===== config.mk =====
export PLATFORM = sky130hd
export DESIGN_NAME = frame_time_quality_governor
export DESIGN_NICKNAME = d
export VERILOG_FILES = /design/src/rtl/ftqg_pkg.sv /design/src/rtl/ftqg_adapt.sv /design/src/rtl/frame_time_quality_governor.sv
export SDC_FILE = /design/constraint.sdc
export NUM_CORES = 1
export LEC_CHECK = 0
export BUFFER_PORTS_ARGS = -buffer_cell sky130_fd_sc_hd__buf_2
export CAP_MARGIN = 20
export CORE_ASPECT_RATIO = 1.5
export CORE_MARGIN = 1
export CORE_UTILIZATION = 35
export CTS_CLUSTER_SIZE = 14
export DETAILED_ROUTE_END_ITERATION = 8
export HOLD_SLACK_MARGIN = 0.03
export PLACE_DENSITY = 0.56
export REMOVE_ABC_BUFFERS = 1
export SYNTH_ARGS = -nofsm -noshare
export SYNTH_HDL_FRONTEND = slang
export SYNTH_SLANG_ARGS = --single-unit

===== constraint.sdc =====
create_clock -name i_clk -period 15.3 [get_ports i_clk]
set_input_delay 3.06 -clock i_clk [delete_from_list [all_inputs] [get_ports i_clk]]
set_output_delay 3.06 -clock i_clk [all_outputs]
set_load 0.01 [all_outputs]

===== src/rtl/ftqg_pkg.sv =====
// Shared types, constants and helper functions of the frame time quality governor.
// No dependencies; used by ftqg_adapt and frame_time_quality_governor.

package ftqg_pkg;

    // Quality levels and the automatic mode code
    localparam logic [1:0] LVL_QUALITY  = 2'd0;
    localparam logic [1:0] LVL_BALANCED = 2'd1;
    localparam logic [1:0] LVL_LOW      = 2'd2;
    localparam logic [1:0] MODE_AUTO    = 2'd3;

    // Configuration register indexes
    localparam logic [2:0] CFG_QUALITY_MODE = 3'd0;
    localparam logic [2:0] CFG_MIN_SCALE    = 3'd1;
    localparam logic [2:0] CFG_MAX_SCALE    = 3'd2;
    localparam logic [2:0] CFG_LIGHT_CAP    = 3'd3;
    localparam logic [2:0] CFG_INIT_FT      = 3'd4;
    localparam logic [2:0] CFG_PROMOTE_THR  = 3'd5;
    localparam logic [2:0] CFG_DEGRADE_THR  = 3'd6;

    // Register reset values
    localparam logic [1:0]  RST_MODE        = MODE_AUTO;
    localparam logic [9:0]  RST_MIN_SCALE   = 10'd650;
    localparam logic [9:0]  RST_MAX_SCALE   = 10'd1000;
    localparam logic [7:0]  RST_LIGHT_CAP   = 8'd2;
    localparam logic [17:0] RST_INIT_FT     = 18'd8533;
    localparam logic [17:0] RST_PROMOTE_THR = 18'd5632;
    localparam logic [17:0] RST_DEGRADE_THR = 18'd8704;

    localparam logic [17:0] FT_MAX        = 18'd256000;
    localparam logic [4:0]  DEGRADE_COUNT = 5'd18;
    localparam logic [7:0]  PROMOTE_COUNT = 8'd240;

    localparam logic [9:0]  DIST_FULL  = 10'd1000;
    localparam logic [9:0]  DIST_FLOOR = 10'd500;
    localparam logic [9:0]  DIST_STEP_LIMIT = 10'd510;
    localparam logic [9:0]  DIST_HALVE = 10'd640;
    localparam logic [9:0]  SCALE_DECREMENT = 10'd50;
    localparam logic [10:0] SHADOW_HI  = 11'd1024;
    localparam logic [10:0] SHADOW_LO  = 11'd512;
    localparam logic [3:0]  TAPS_HI    = 4'd9;
    localparam logic [3:0]  TAPS_LO    = 4'd4;

    typedef struct packed {
        logic [1:0]  level;
        logic [10:0] shadow;
        logic [1:0]  casc;
        logic [3:0]  taps;
        logic [7:0]  lights;
        logic [9:0]  scale;
        logic [9:0]  dist_scale;
    } t_settings;

    typedef struct packed {
        logic [9:0] min_rs;
        logic [9:0] max_rs;
        logic [7:0] cap;
    } t_limits;

    function automatic logic [9:0] umin10(input logic [9:0] a, input logic [9:0] b);
        return (a < b) ? a : b;
    endfunction

    function automatic logic [9:0] umax10(input logic [9:0] a, input logic [9:0] b);
        return (a > b) ? a : b;
    endfunction

    function automatic logic [9:0] lvl_min_scale(input logic [1:0] l);
        logic [9:0] v;
        unique case (l)
            LVL_QUALITY:  v = 10'd850;
            LVL_BALANCED: v = 10'd750;
            default:      v = 10'd650;
        endcase
        return v;
    endfunction

    function automatic logic [9:0] lvl_max_scale(input logic [1:0] l);
        return (l >= LVL_LOW) ? 10'd850 : 10'd1000;
    endfunction

    // Full preset settings for a level
    function automatic t_settings preset(input logic [1:0] l, input t_limits lim);
        t_settings s;
        logic [7:0] two_cap;
        logic [7:0] one_cap;
        two_cap = (lim.cap < 8'd2) ? lim.cap : 8'd2;
        one_cap = (lim.cap < 8'd1) ? lim.cap : 8'd1;
        s.level = l;
        s.dist_scale = DIST_FULL;
        if (l == LVL_QUALITY) begin
            s.shadow = SHADOW_HI; s.casc = 2'd2; s.taps = TAPS_HI; s.lights = two_cap;
        end else if (l == LVL_BALANCED) begin
            s.shadow = SHADOW_HI; s.casc = 2'd1; s.taps = TAPS_LO; s.lights = two_cap;
        end else begin
            s.shadow = SHADOW_LO; s.casc = 2'd1; s.taps = TAPS_LO; s.lights = one_cap;
        end
        s.scale = umin10(lim.max_rs, lvl_max_scale(l));
        return s;
    endfunction

    // Render scale clamped into the window of a level
    function automatic logic [9:0] clamp_scale(input logic [9:0] v, input logic [1:0] l,
                                               input t_limits lim);
        logic [9:0] lo;
        logic [9:0] hi;
        logic [9:0] flo;
        lo  = umax10(lim.min_rs, lvl_min_scale(l));
        hi  = umin10(lim.max_rs, lvl_max_scale(l));
        flo = umin10(lo, hi);
        if (v < flo) return flo;
        if (v > hi)  return hi;
        return v;
    endfunction

endpackage


===== src/rtl/ftqg_adapt.sv =====
// Next-settings logic: one degrade step in priority order, or one preset promotion.
// Depends on ftqg_pkg.

module ftqg_adapt (
    input  ftqg_pkg::t_settings i_cur,
    input  ftqg_pkg::t_limits   i_lim,
    input  logic                i_degrade,
    input  logic                i_promote,
    output ftqg_pkg::t_settings o_next
);

    logic [9:0]  w_minimum;
    logic [9:0]  w_scale_dn;
    logic [23:0] w_dist_prod;
    logic [9:0]  w_dist_q;
    logic [9:0]  w_dist_new;

    assign w_minimum  = ftqg_pkg::umax10(i_lim.min_rs, ftqg_pkg::lvl_min_scale(i_cur.level));
    assign w_scale_dn = ftqg_pkg::umax10(w_minimum, i_cur.scale - ftqg_pkg::SCALE_DECREMENT);

    // dist*4/5: reciprocal 3277/2^14 is exact for dividends below 16384
    assign w_dist_prod = 24'({i_cur.dist_scale, 2'b00}) * 24'd3277;
    assign w_dist_q    = w_dist_prod[23:14];
    assign w_dist_new  = (w_dist_q < ftqg_pkg::DIST_FLOOR) ? ftqg_pkg::DIST_FLOOR : w_dist_q;

    always_comb begin
        o_next = i_cur;
        if (i_degrade) begin
            priority if (i_cur.scale > w_minimum) begin
                o_next.scale = w_scale_dn;
            end else if (i_cur.taps > ftqg_pkg::TAPS_LO) begin
                o_next.taps = ftqg_pkg::TAPS_LO;
            end else if (i_cur.dist_scale > ftqg_pkg::DIST_STEP_LIMIT) begin
                o_next.dist_scale = w_dist_new;
                if (i_cur.shadow > ftqg_pkg::SHADOW_LO && w_dist_new <= ftqg_pkg::DIST_HALVE) begin
                    o_next.shadow = {1'b0, i_cur.shadow[10:1]};
                    o_next.casc   = 2'd1;
                end
            end else if (i_cur.lights > 8'd1) begin
                o_next.lights = 8'd1;
            end else if (i_cur.level == ftqg_pkg::LVL_QUALITY) begin
                o_next.level = ftqg_pkg::LVL_BALANCED;
                o_next.casc  = 2'd1;
                o_next.taps  = ftqg_pkg::TAPS_LO;
                if (i_cur.shadow > ftqg_pkg::SHADOW_HI)
                    o_next.shadow = ftqg_pkg::SHADOW_HI;
                if (i_cur.lights > 8'd2)
                    o_next.lights = 8'd2;
                if (o_next.lights > i_lim.cap)
                    o_next.lights = i_lim.cap;
                o_next.scale = ftqg_pkg::clamp_scale(i_cur.scale, ftqg_pkg::LVL_BALANCED, i_lim);
            end else if (i_cur.level == ftqg_pkg::LVL_BALANCED) begin
                o_next.level = ftqg_pkg::LVL_LOW;
                o_next.casc  = 2'd1;
                o_next.taps  = ftqg_pkg::TAPS_LO;
                if (i_cur.shadow > ftqg_pkg::SHADOW_LO)
                    o_next.shadow = ftqg_pkg::SHADOW_LO;
                if (i_cur.lights > 8'd1)
                    o_next.lights = 8'd1;
                o_next.scale = ftqg_pkg::clamp_scale(i_cur.scale, ftqg_pkg::LVL_LOW, i_lim);
            end else begin
                o_next = i_cur;
            end
        end else if (i_promote) begin
            if (i_cur.level == ftqg_pkg::LVL_LOW)
                o_next = ftqg_pkg::preset(ftqg_pkg::LVL_BALANCED, i_lim);
            else if (i_cur.level == ftqg_pkg::LVL_BALANCED)
                o_next = ftqg_pkg::preset(ftqg_pkg::LVL_QUALITY, i_lim);
        end
    end

endmodule


===== src/rtl/frame_time_quality_governor.sv =====
// Top level of the frame time quality governor: stream ports, configuration registers,
// frame-time averages, budget counters and settings state. Depends on ftqg_pkg, ftqg_adapt.

// One frame-time sample per transaction; one result per sample. The block takes a sample
// every cycle unless stalled and registers it in the input register, then the result
// register; the average update and adaptation step are a single pass of logic between
// them. Back-pressure on the result side stalls both stages. Any configuration write to
// a listed register restarts the governor (averages, counters, preset, changed flag set)
// with the written values in the same cycle; the configuration channel is always ready.

module frame_time_quality_governor (
    input  logic        i_clk,
    input  logic        i_rst_n,
    input  logic        i_s_axis_tvalid,
    output logic        o_s_axis_tready,
    input  logic [23:0] i_s_axis_tdata,  // frame_time[17:0], clear_change[18], zero fill
    input  logic [1:0]  i_s_axis_tuser,  // source_is_cpu[0], timer_disjoint[1]
    output logic        o_m_axis_tvalid,
    input  logic        i_m_axis_tready,
    output logic [55:0] o_m_axis_tdata,  // active_preset[1:0], shadow_resolution[12:2],
                                         // cascade_count[14:13], filter_taps[18:15],
                                         // point_lights[26:19], render_scale[36:27],
                                         // shadow_distance[46:37], quality_changed[47],
                                         // sample_used[48], zero fill
    input  logic        i_cfg_valid,
    output logic        o_cfg_ready,
    input  logic [2:0]  i_cfg_addr,
    input  logic [17:0] i_cfg_data
);

    // Configuration registers
    logic [1:0]  r_mode, n_mode;
    logic [9:0]  r_min_rs, n_min_rs;
    logic [9:0]  r_max_rs, n_max_rs;
    logic [7:0]  r_cap, n_cap;
    logic [17:0] r_init_ft, n_init_ft;
    logic [17:0] r_promote_thr, n_promote_thr;
    logic [17:0] r_degrade_thr, n_degrade_thr;
    logic        w_cfg_restart;

    // Governor state
    logic [27:0]         r_gpu_avg, n_gpu_avg;
    logic [27:0]         r_cpu_avg, n_cpu_avg;
    logic [7:0]          r_headroom, n_headroom;
    logic [4:0]          r_gpu_over, n_gpu_over;
    logic [4:0]          r_cpu_over, n_cpu_over;
    ftqg_pkg::t_settings r_set, n_set, w_restart_set;
    logic                r_changed, n_changed;

    // Input and result stages
    logic        r_in_valid;
    logic        r_in_cpu;
    logic [17:0] r_in_ft;
    logic        r_in_dis;
    logic        r_in_clr;
    logic        r_out_valid;
    logic [55:0] r_out_data;
    logic        w_adv;
    logic        w_proc;
    logic        w_in_take;

    // Datapath
    ftqg_pkg::t_limits   w_lim, w_lim_new;
    logic                w_used;
    logic [27:0]         w_avg_sel;
    logic signed [28:0]  w_diff;
    logic signed [35:0]  w_prod;
    logic signed [35:0]  w_delta;
    logic [27:0]         w_avg_new;
    logic                w_over;
    logic                w_under;
    logic [4:0]          w_over_inc;
    logic [7:0]          w_head_inc;
    logic                w_degrade;
    logic                w_promote;
    ftqg_pkg::t_settings w_adapt_set;
    logic                w_flag;

    assign o_cfg_ready = 1'b1;

    always_comb begin
        n_mode        = r_mode;
        n_min_rs      = r_min_rs;
        n_max_rs      = r_max_rs;
        n_cap         = r_cap;
        n_init_ft     = r_init_ft;
        n_promote_thr = r_promote_thr;
        n_degrade_thr = r_degrade_thr;
        w_cfg_restart = 1'b0;
        if (i_cfg_valid) begin
            w_cfg_restart = 1'b1;
            unique case (i_cfg_addr)
                ftqg_pkg::CFG_QUALITY_MODE: n_mode        = i_cfg_data[1:0];
                ftqg_pkg::CFG_MIN_SCALE:    n_min_rs      = i_cfg_data[9:0];
                ftqg_pkg::CFG_MAX_SCALE:    n_max_rs      = i_cfg_data[9:0];
                ftqg_pkg::CFG_LIGHT_CAP:    n_cap         = i_cfg_data[7:0];
                ftqg_pkg::CFG_INIT_FT:      n_init_ft     = i_cfg_data;
                ftqg_pkg::CFG_PROMOTE_THR:  n_promote_thr = i_cfg_data;
                ftqg_pkg::CFG_DEGRADE_THR:  n_degrade_thr = i_cfg_data;
                default:                    w_cfg_restart = 1'b0;
            endcase
        end
    end

    assign w_lim     = '{min_rs: r_min_rs, max_rs: r_max_rs, cap: r_cap};
    assign w_lim_new = '{min_rs: n_min_rs, max_rs: n_max_rs, cap: n_cap};
    assign w_restart_set = ftqg_pkg::preset((n_mode == ftqg_pkg::MODE_AUTO) ?
                                            ftqg_pkg::LVL_LOW : n_mode, w_lim_new);

    // Handshake: a stalled result holds the input stage too
    assign w_adv           = !r_out_valid || i_m_axis_tready;
    assign w_proc          = r_in_valid && w_adv;
    assign o_s_axis_tready = !r_in_valid || w_adv;
    assign w_in_take       = i_s_axis_tvalid && o_s_axis_tready;

    // Average update: avg += floor((ft*1024 - avg) * 82 / 1024)
    assign w_used    = (r_in_ft != 18'd0) && (r_in_ft <= ftqg_pkg::FT_MAX) &&
                       (r_in_cpu || !r_in_dis);
    assign w_avg_sel = r_in_cpu ? r_cpu_avg : r_gpu_avg;
    assign w_diff    = $signed({1'b0, r_in_ft, 10'b0}) - $signed({1'b0, w_avg_sel});
    assign w_prod    = 36'(w_diff) * 36'sd82;
    assign w_delta   = w_prod >>> 10;
    assign w_avg_new = w_avg_sel + w_delta[27:0];
    assign w_over    = w_avg_new > {r_degrade_thr, 10'b0};
    assign w_under   = w_avg_new < {r_promote_thr, 10'b0};
    assign w_over_inc = (r_in_cpu ? r_cpu_over : r_gpu_over) + 5'd1;
    assign w_head_inc = r_headroom + 8'd1;

    always_comb begin
        n_gpu_avg  = r_gpu_avg;
        n_cpu_avg  = r_cpu_avg;
        n_headroom = r_headroom;
        n_gpu_over = r_gpu_over;
        n_cpu_over = r_cpu_over;
        w_degrade  = 1'b0;
        w_promote  = 1'b0;
        if (w_used) begin
            if (r_in_cpu) n_cpu_avg = w_avg_new;
            else          n_gpu_avg = w_avg_new;
            if (r_mode == ftqg_pkg::MODE_AUTO) begin
                if (w_over) begin
                    n_headroom = 8'd0;
                    if (w_over_inc >= ftqg_pkg::DEGRADE_COUNT) begin
                        w_degrade  = 1'b1;
                        n_gpu_over = 5'd0;
                        n_cpu_over = 5'd0;
                    end else if (r_in_cpu) begin
                        n_cpu_over = w_over_inc;
                    end else begin
                        n_gpu_over = w_over_inc;
                    end
                end else begin
                    if (r_in_cpu) begin
                        n_cpu_over = 5'd0;
                    end else begin
                        n_gpu_over = 5'd0;
                        if (w_under) begin
                            if (w_head_inc >= ftqg_pkg::PROMOTE_COUNT) begin
                                w_promote  = 1'b1;
                                n_headroom = 8'd0;
                            end else begin
                                n_headroom = w_head_inc;
                            end
                        end else begin
                            n_headroom = 8'd0;
                        end
                    end
                end
            end
        end
    end

    ftqg_adapt u_adapt (
        .i_cur     (r_set),
        .i_lim     (w_lim),
        .i_degrade (w_degrade),
        .i_promote (w_promote),
        .o_next    (w_adapt_set)
    );

    assign n_set     = w_adapt_set;
    assign w_flag    = r_changed || (w_adapt_set != r_set);
    assign n_changed = r_in_clr ? 1'b0 : w_flag;

    always_ff @(posedge i_clk) begin
        if (!i_rst_n) begin
            r_mode        <= ftqg_pkg::RST_MODE;
            r_min_rs      <= ftqg_pkg::RST_MIN_SCALE;
            r_max_rs      <= ftqg_pkg::RST_MAX_SCALE;
            r_cap         <= ftqg_pkg::RST_LIGHT_CAP;
            r_init_ft     <= ftqg_pkg::RST_INIT_FT;
            r_promote_thr <= ftqg_pkg::RST_PROMOTE_THR;
            r_degrade_thr <= ftqg_pkg::RST_DEGRADE_THR;
            r_gpu_avg     <= {ftqg_pkg::RST_INIT_FT, 10'b0};
            r_cpu_avg     <= {ftqg_pkg::RST_INIT_FT, 10'b0};
            r_headroom    <= 8'd0;
            r_gpu_over    <= 5'd0;
            r_cpu_over    <= 5'd0;
            r_set         <= ftqg_pkg::preset(ftqg_pkg::LVL_LOW,
                                 '{min_rs: ftqg_pkg::RST_MIN_SCALE,
                                   max_rs: ftqg_pkg::RST_MAX_SCALE,
                                   cap:    ftqg_pkg::RST_LIGHT_CAP});
            r_changed     <= 1'b1;
        end else begin
            r_mode        <= n_mode;
            r_min_rs      <= n_min_rs;
            r_max_rs      <= n_max_rs;
            r_cap         <= n_cap;
            r_init_ft     <= n_init_ft;
            r_promote_thr <= n_promote_thr;
            r_degrade_thr <= n_degrade_thr;
            if (w_cfg_restart) begin
                r_gpu_avg  <= {n_init_ft, 10'b0};
                r_cpu_avg  <= {n_init_ft, 10'b0};
                r_headroom <= 8'd0;
                r_gpu_over <= 5'd0;
                r_cpu_over <= 5'd0;
                r_set      <= w_restart_set;
                r_changed  <= 1'b1;
            end else if (w_proc) begin
                r_gpu_avg  <= n_gpu_avg;
                r_cpu_avg  <= n_cpu_avg;
                r_headroom <= n_headroom;
                r_gpu_over <= n_gpu_over;
                r_cpu_over <= n_cpu_over;
                r_set      <= n_set;
                r_changed  <= n_changed;
            end
        end
    end

    // Stage valid flags
    always_ff @(posedge i_clk) begin
        if (!i_rst_n) begin
            r_in_valid  <= 1'b0;
            r_out_valid <= 1'b0;
        end else begin
            if (o_s_axis_tready)
                r_in_valid <= i_s_axis_tvalid;
            if (w_adv)
                r_out_valid <= r_in_valid;
        end
    end

    // Payload registers
    always_ff @(posedge i_clk) begin
        if (w_in_take) begin
            r_in_cpu <= i_s_axis_tuser[0];
            r_in_dis <= i_s_axis_tuser[1];
            r_in_ft  <= i_s_axis_tdata[17:0];
            r_in_clr <= i_s_axis_tdata[18];
        end
        if (w_proc) begin
            r_out_data <= {7'b0, w_used, w_flag, n_set.dist_scale, n_set.scale, n_set.lights,
                           n_set.taps, n_set.casc, n_set.shadow, n_set.level};
        end
    end

    assign o_m_axis_tvalid = r_out_valid;
    assign o_m_axis_tdata  = r_out_data;

    // Counters are cleared on reaching their limits
    a_counters_bounded: assert property (@(posedge i_clk) disable iff (!i_rst_n)
        (r_gpu_over < ftqg_pkg::DEGRADE_COUNT) && (r_cpu_over < ftqg_pkg::DEGRADE_COUNT) &&
        (r_headroom < ftqg_pkg::PROMOTE_COUNT))
        else $error("budget counter reached its limit without being cleared");

    // Fixed modes never change the settings while processing samples
    a_fixed_mode_stable: assert property (@(posedge i_clk) disable iff (!i_rst_n)
        (w_proc && !w_cfg_restart && r_mode != ftqg_pkg::MODE_AUTO) |=> $stable(r_set))
        else $error("settings changed in a fixed quality mode");

    // A rejected sample leaves both averages untouched
    a_rejected_no_update: assert property (@(posedge i_clk) disable iff (!i_rst_n)
        (w_proc && !w_used && !w_cfg_restart) |=> ($stable(r_gpu_avg) && $stable(r_cpu_avg)))
        else $error("rejected sample changed an average");

    // A settings change always shows in the reported flag
    a_change_flagged: assert property (@(posedge i_clk) disable iff (!i_rst_n)
        (w_proc && (n_set != r_set)) |-> w_flag)
        else $error("settings changed without setting the changed flag");

endmodule

==> results.sh <==
export IMPL_initialDrtViolationCount=1431
export IMPL_dp_hpwl_um=66140
export IMPL_finalWirelength_um=83910
export IMPL_synthCells=3163
export IMPL_fmax_ghz=0.07127
export IMPL_ant_nets=0
export IMPL_end_kind="flop"
export IMPL_track_usage=0.2210
export IMPL_htree_levels=1
export IMPL_layout_drive_gt1_share=0.08431
export IMPL_rsz0062_at_grt="false"
export IMPL_rows=121
export IMPL_first_pass_iters=5
export IMPL_grt_first_pass_wirelength_um=128900
export IMPL_ys_warn_count=0
export IMPL_fin_setup_tns_ns=0
export IMPL_status="finished, final reports clean"
export IMPL_cp_required_ns=15.83
export IMPL_dieArea_sq_mm=0.07461
export IMPL_grt_max_degree=86
export IMPL_cts_setup_buffers=0
export IMPL_grt_pass1_vias=22647
export IMPL_fin_crit_ns=14.03
export IMPL_gp_congestion=0.9902
export IMPL_grt_antenna_before_repair=4
export IMPL_remaining_drc_errors=0
export IMPL_synth_main_ff_cell="dfxtp_1"
export IMPL_worst_slew_pin_slew_ns=1.176
export IMPL_syn_area_sq_mm=0.02572
export IMPL_hold_depth=2
export IMPL_fillers=7600
export IMPL_cts_tree="done"
export IMPL_reg2regPathDepth=49
export IMPL_die_w_um=223.4
export IMPL_cap_violations=0
export IMPL_via_per_inst=5.585
export IMPL_port_buffers=97
export IMPL_crit_fanout=20
export IMPL_multi_input_area_sq_mm=0.01774
export IMPL_critPathMaxStageDelay_ns=0.80
export IMPL_slew_headroom=0.2116
export IMPL_final_max_slew_viol_count=0
export IMPL_synth_edff_count=70
export IMPL_nNetsFinal=3659
export IMPL_synthArstFlopShare=0
export IMPL_clk_path_buf_depth=3
export IMPL_fin_skew_ns=0.04636
export IMPL_start_util=0.3540
export IMPL_synth_seq_cells=278
export IMPL_ys_types=101
export IMPL_register_area_sq_mm=0.006266
export IMPL_cp_slowest_cell="nor2_1"
export IMPL_overflow=0
export IMPL_cts_root_buf="clkbuf_16"
export IMPL_hold_class="flop to flop"
export IMPL_synth_area_per_cell_sq_um=8.133
export IMPL_core_region_area_sq_mm=0.07267
export IMPL_arrival_ns=14.56
export IMPL_finalHoldViolCount=0
export IMPL_post_cts_resized=0
export IMPL_start_kind="flop"
export IMPL_vias=23239
export IMPL_crit_type="flop to flop"
export IMPL_clkTransAtPathRegs_ns=0.06
export IMPL_area_growth_pct=9.898
export IMPL_yosysSeqAreaShare=0.2436
export IMPL_hold_buffers=0
export IMPL_regToRegSetupSlack_ns=1.27
export IMPL_cts_sinks=278
export IMPL_wire_per_inst_um=20.16
export IMPL_die_height_um=334.0
export IMPL_ios=111
export IMPL_min_period_over_period=0.9171
export IMPL_setup_viol=0
export IMPL_insertion_delay_ns=0.64
export IMPL_numCtsBuffers=31
placed cells by master, fill, tap and decap left out, types with 61 or more instances in the layout:
cell | Yosys | routed
nand2_1 | 382 | 381
ha_1 | 339 | 339
inv_1 | 322 | 321
nor2_1 | 222 | 221
dfxtp_1 | 208 | 208
a21oi_1 | 204 | 204
o21ai_0 | 137 | 137
mux2i_1 | 115 | 115
buf_2 | 13 | 96
nor3_1 | 80 | 78
edfxtp_1 | 70 | 70
nand3_1 | 61 | 61
final timing paths:
check / startpoint / to
worst max register to register: r_in_cpu / r_changed
worst min-delay path: r_cpu_avg[9] / r_cpu_avg[9]
worst max-delay path: r_in_cpu / r_changed
worst min register to register: r_cpu_avg[9] / r_cpu_avg[9]
per-layer routing:
metal	track usage	routed length [um]	up-vias
met5	0	44	-
li1	-	-	11346
met1	0.2354	32090	10964
met2	0.4173	43110	688
met3	0.02460	3590	235
met4	0.1271	5072	6
final cells by class:
| class | count | share of cell area |
|---|---|---|
| Antenna cell | 1 | 0.00008852 |
| Clock inverter | 22 | 0.01027 |
| Multi-Input combinational cell | 2443 | 0.6274 |
| Clock buffer | 36 | 0.02917 |
| Inverter | 323 | 0.04298 |
| Timing Repair Buffer | 136 | 0.02762 |
| Sequential cell | 278 | 0.2217 |
| Tap cell | 922 | 0.04081 |
registers in the layout, indices dropped and copies added, names as in the netlist, 2 cells and up:
signal          cells
r_cap               8
r_gpu_avg          28
r_degrade_thr      18
r_mode              2
r_promote_thr      18
r_in_ft            18
r_max_rs           10
r_init_ft          18
r_cpu_over          5
r_set              47
r_gpu_over          5
r_cpu_avg          28
o_m_axis_tdata     49
r_headroom          8
r_min_rs           10
worst max-delay path, delay by kind of cell, from the launching register on:
kind	cells	cell delay [ns]
compound gates	19	4.52
buf+inv	5	0.95
simple gates	18	5.60
xor+xnor	3	0.77
flops	1	0.54
fa+ha+maj	4	1.56
cells by family (layout without fill, tap and decap cells):
| logic type | Yosys count | in the layout | share of synthesized area |
|---|---|---|---|
| XOR/XNOR | 89 | 89 | 0.03030 |
| multiplexers | 137 | 137 | 0.05438 |
| adder cells (fa/ha/maj) | 394 | 394 | 0.2077 |
| other | 2 | 19 | 0.0002920 |
| flip-flops | 278 | 278 | 0.2436 |
| buffers and inverters | 458 | 517 | 0.07038 |
| AO/OA/AOI/OAI | 780 | 780 | 0.2029 |
| AND/OR/NAND/NOR | 1025 | 1025 | 0.1904 |
per-stage QoR:
| step | cells | worst slack (ns) | utilization | instance area (sq um) | hold slack, ns |
|---|---|---|---|---|---|
| 2_1_floorplan | 3044 | 2.573 | - | 25190 | 0.4354 |
| 3_3_place_gp | 4102 | 1.440 | 0.3736 | 27150 | 0.4427 |
| 3_5_place_dp | 4102 | 1.276 | 0.3736 | 27150 | 0.4469 |
| 4_1_cts | 4160 | 1.285 | 0.3890 | 28270 | 0.4555 |
| 5_1_grt | 4160 | 0.5061 | 0.3890 | 28270 | 0.4795 |
| 6_report | 4161 | 1.269 | 0.3890 | 28270 | 0.4544 |
cell usage after synthesis, types with 61 or more instances:
cell type	n	area share
a21oi_1	204	0.040
clkbuf_1	101	0.015
dfxtp_1	208	0.16
edfxtp_1	70	0.082
ha_1	339	0.16
inv_1	322	0.047
mux2i_1	115	0.045
nand2_1	382	0.056
nand3_1	61	0.012
nor2_1	222	0.032
nor3_1	80	0.016
o21ai_0	137	0.027
Power is not shown: default switching activity piles up to over one toggle a cycle in this logic, so the estimate is an artifact.
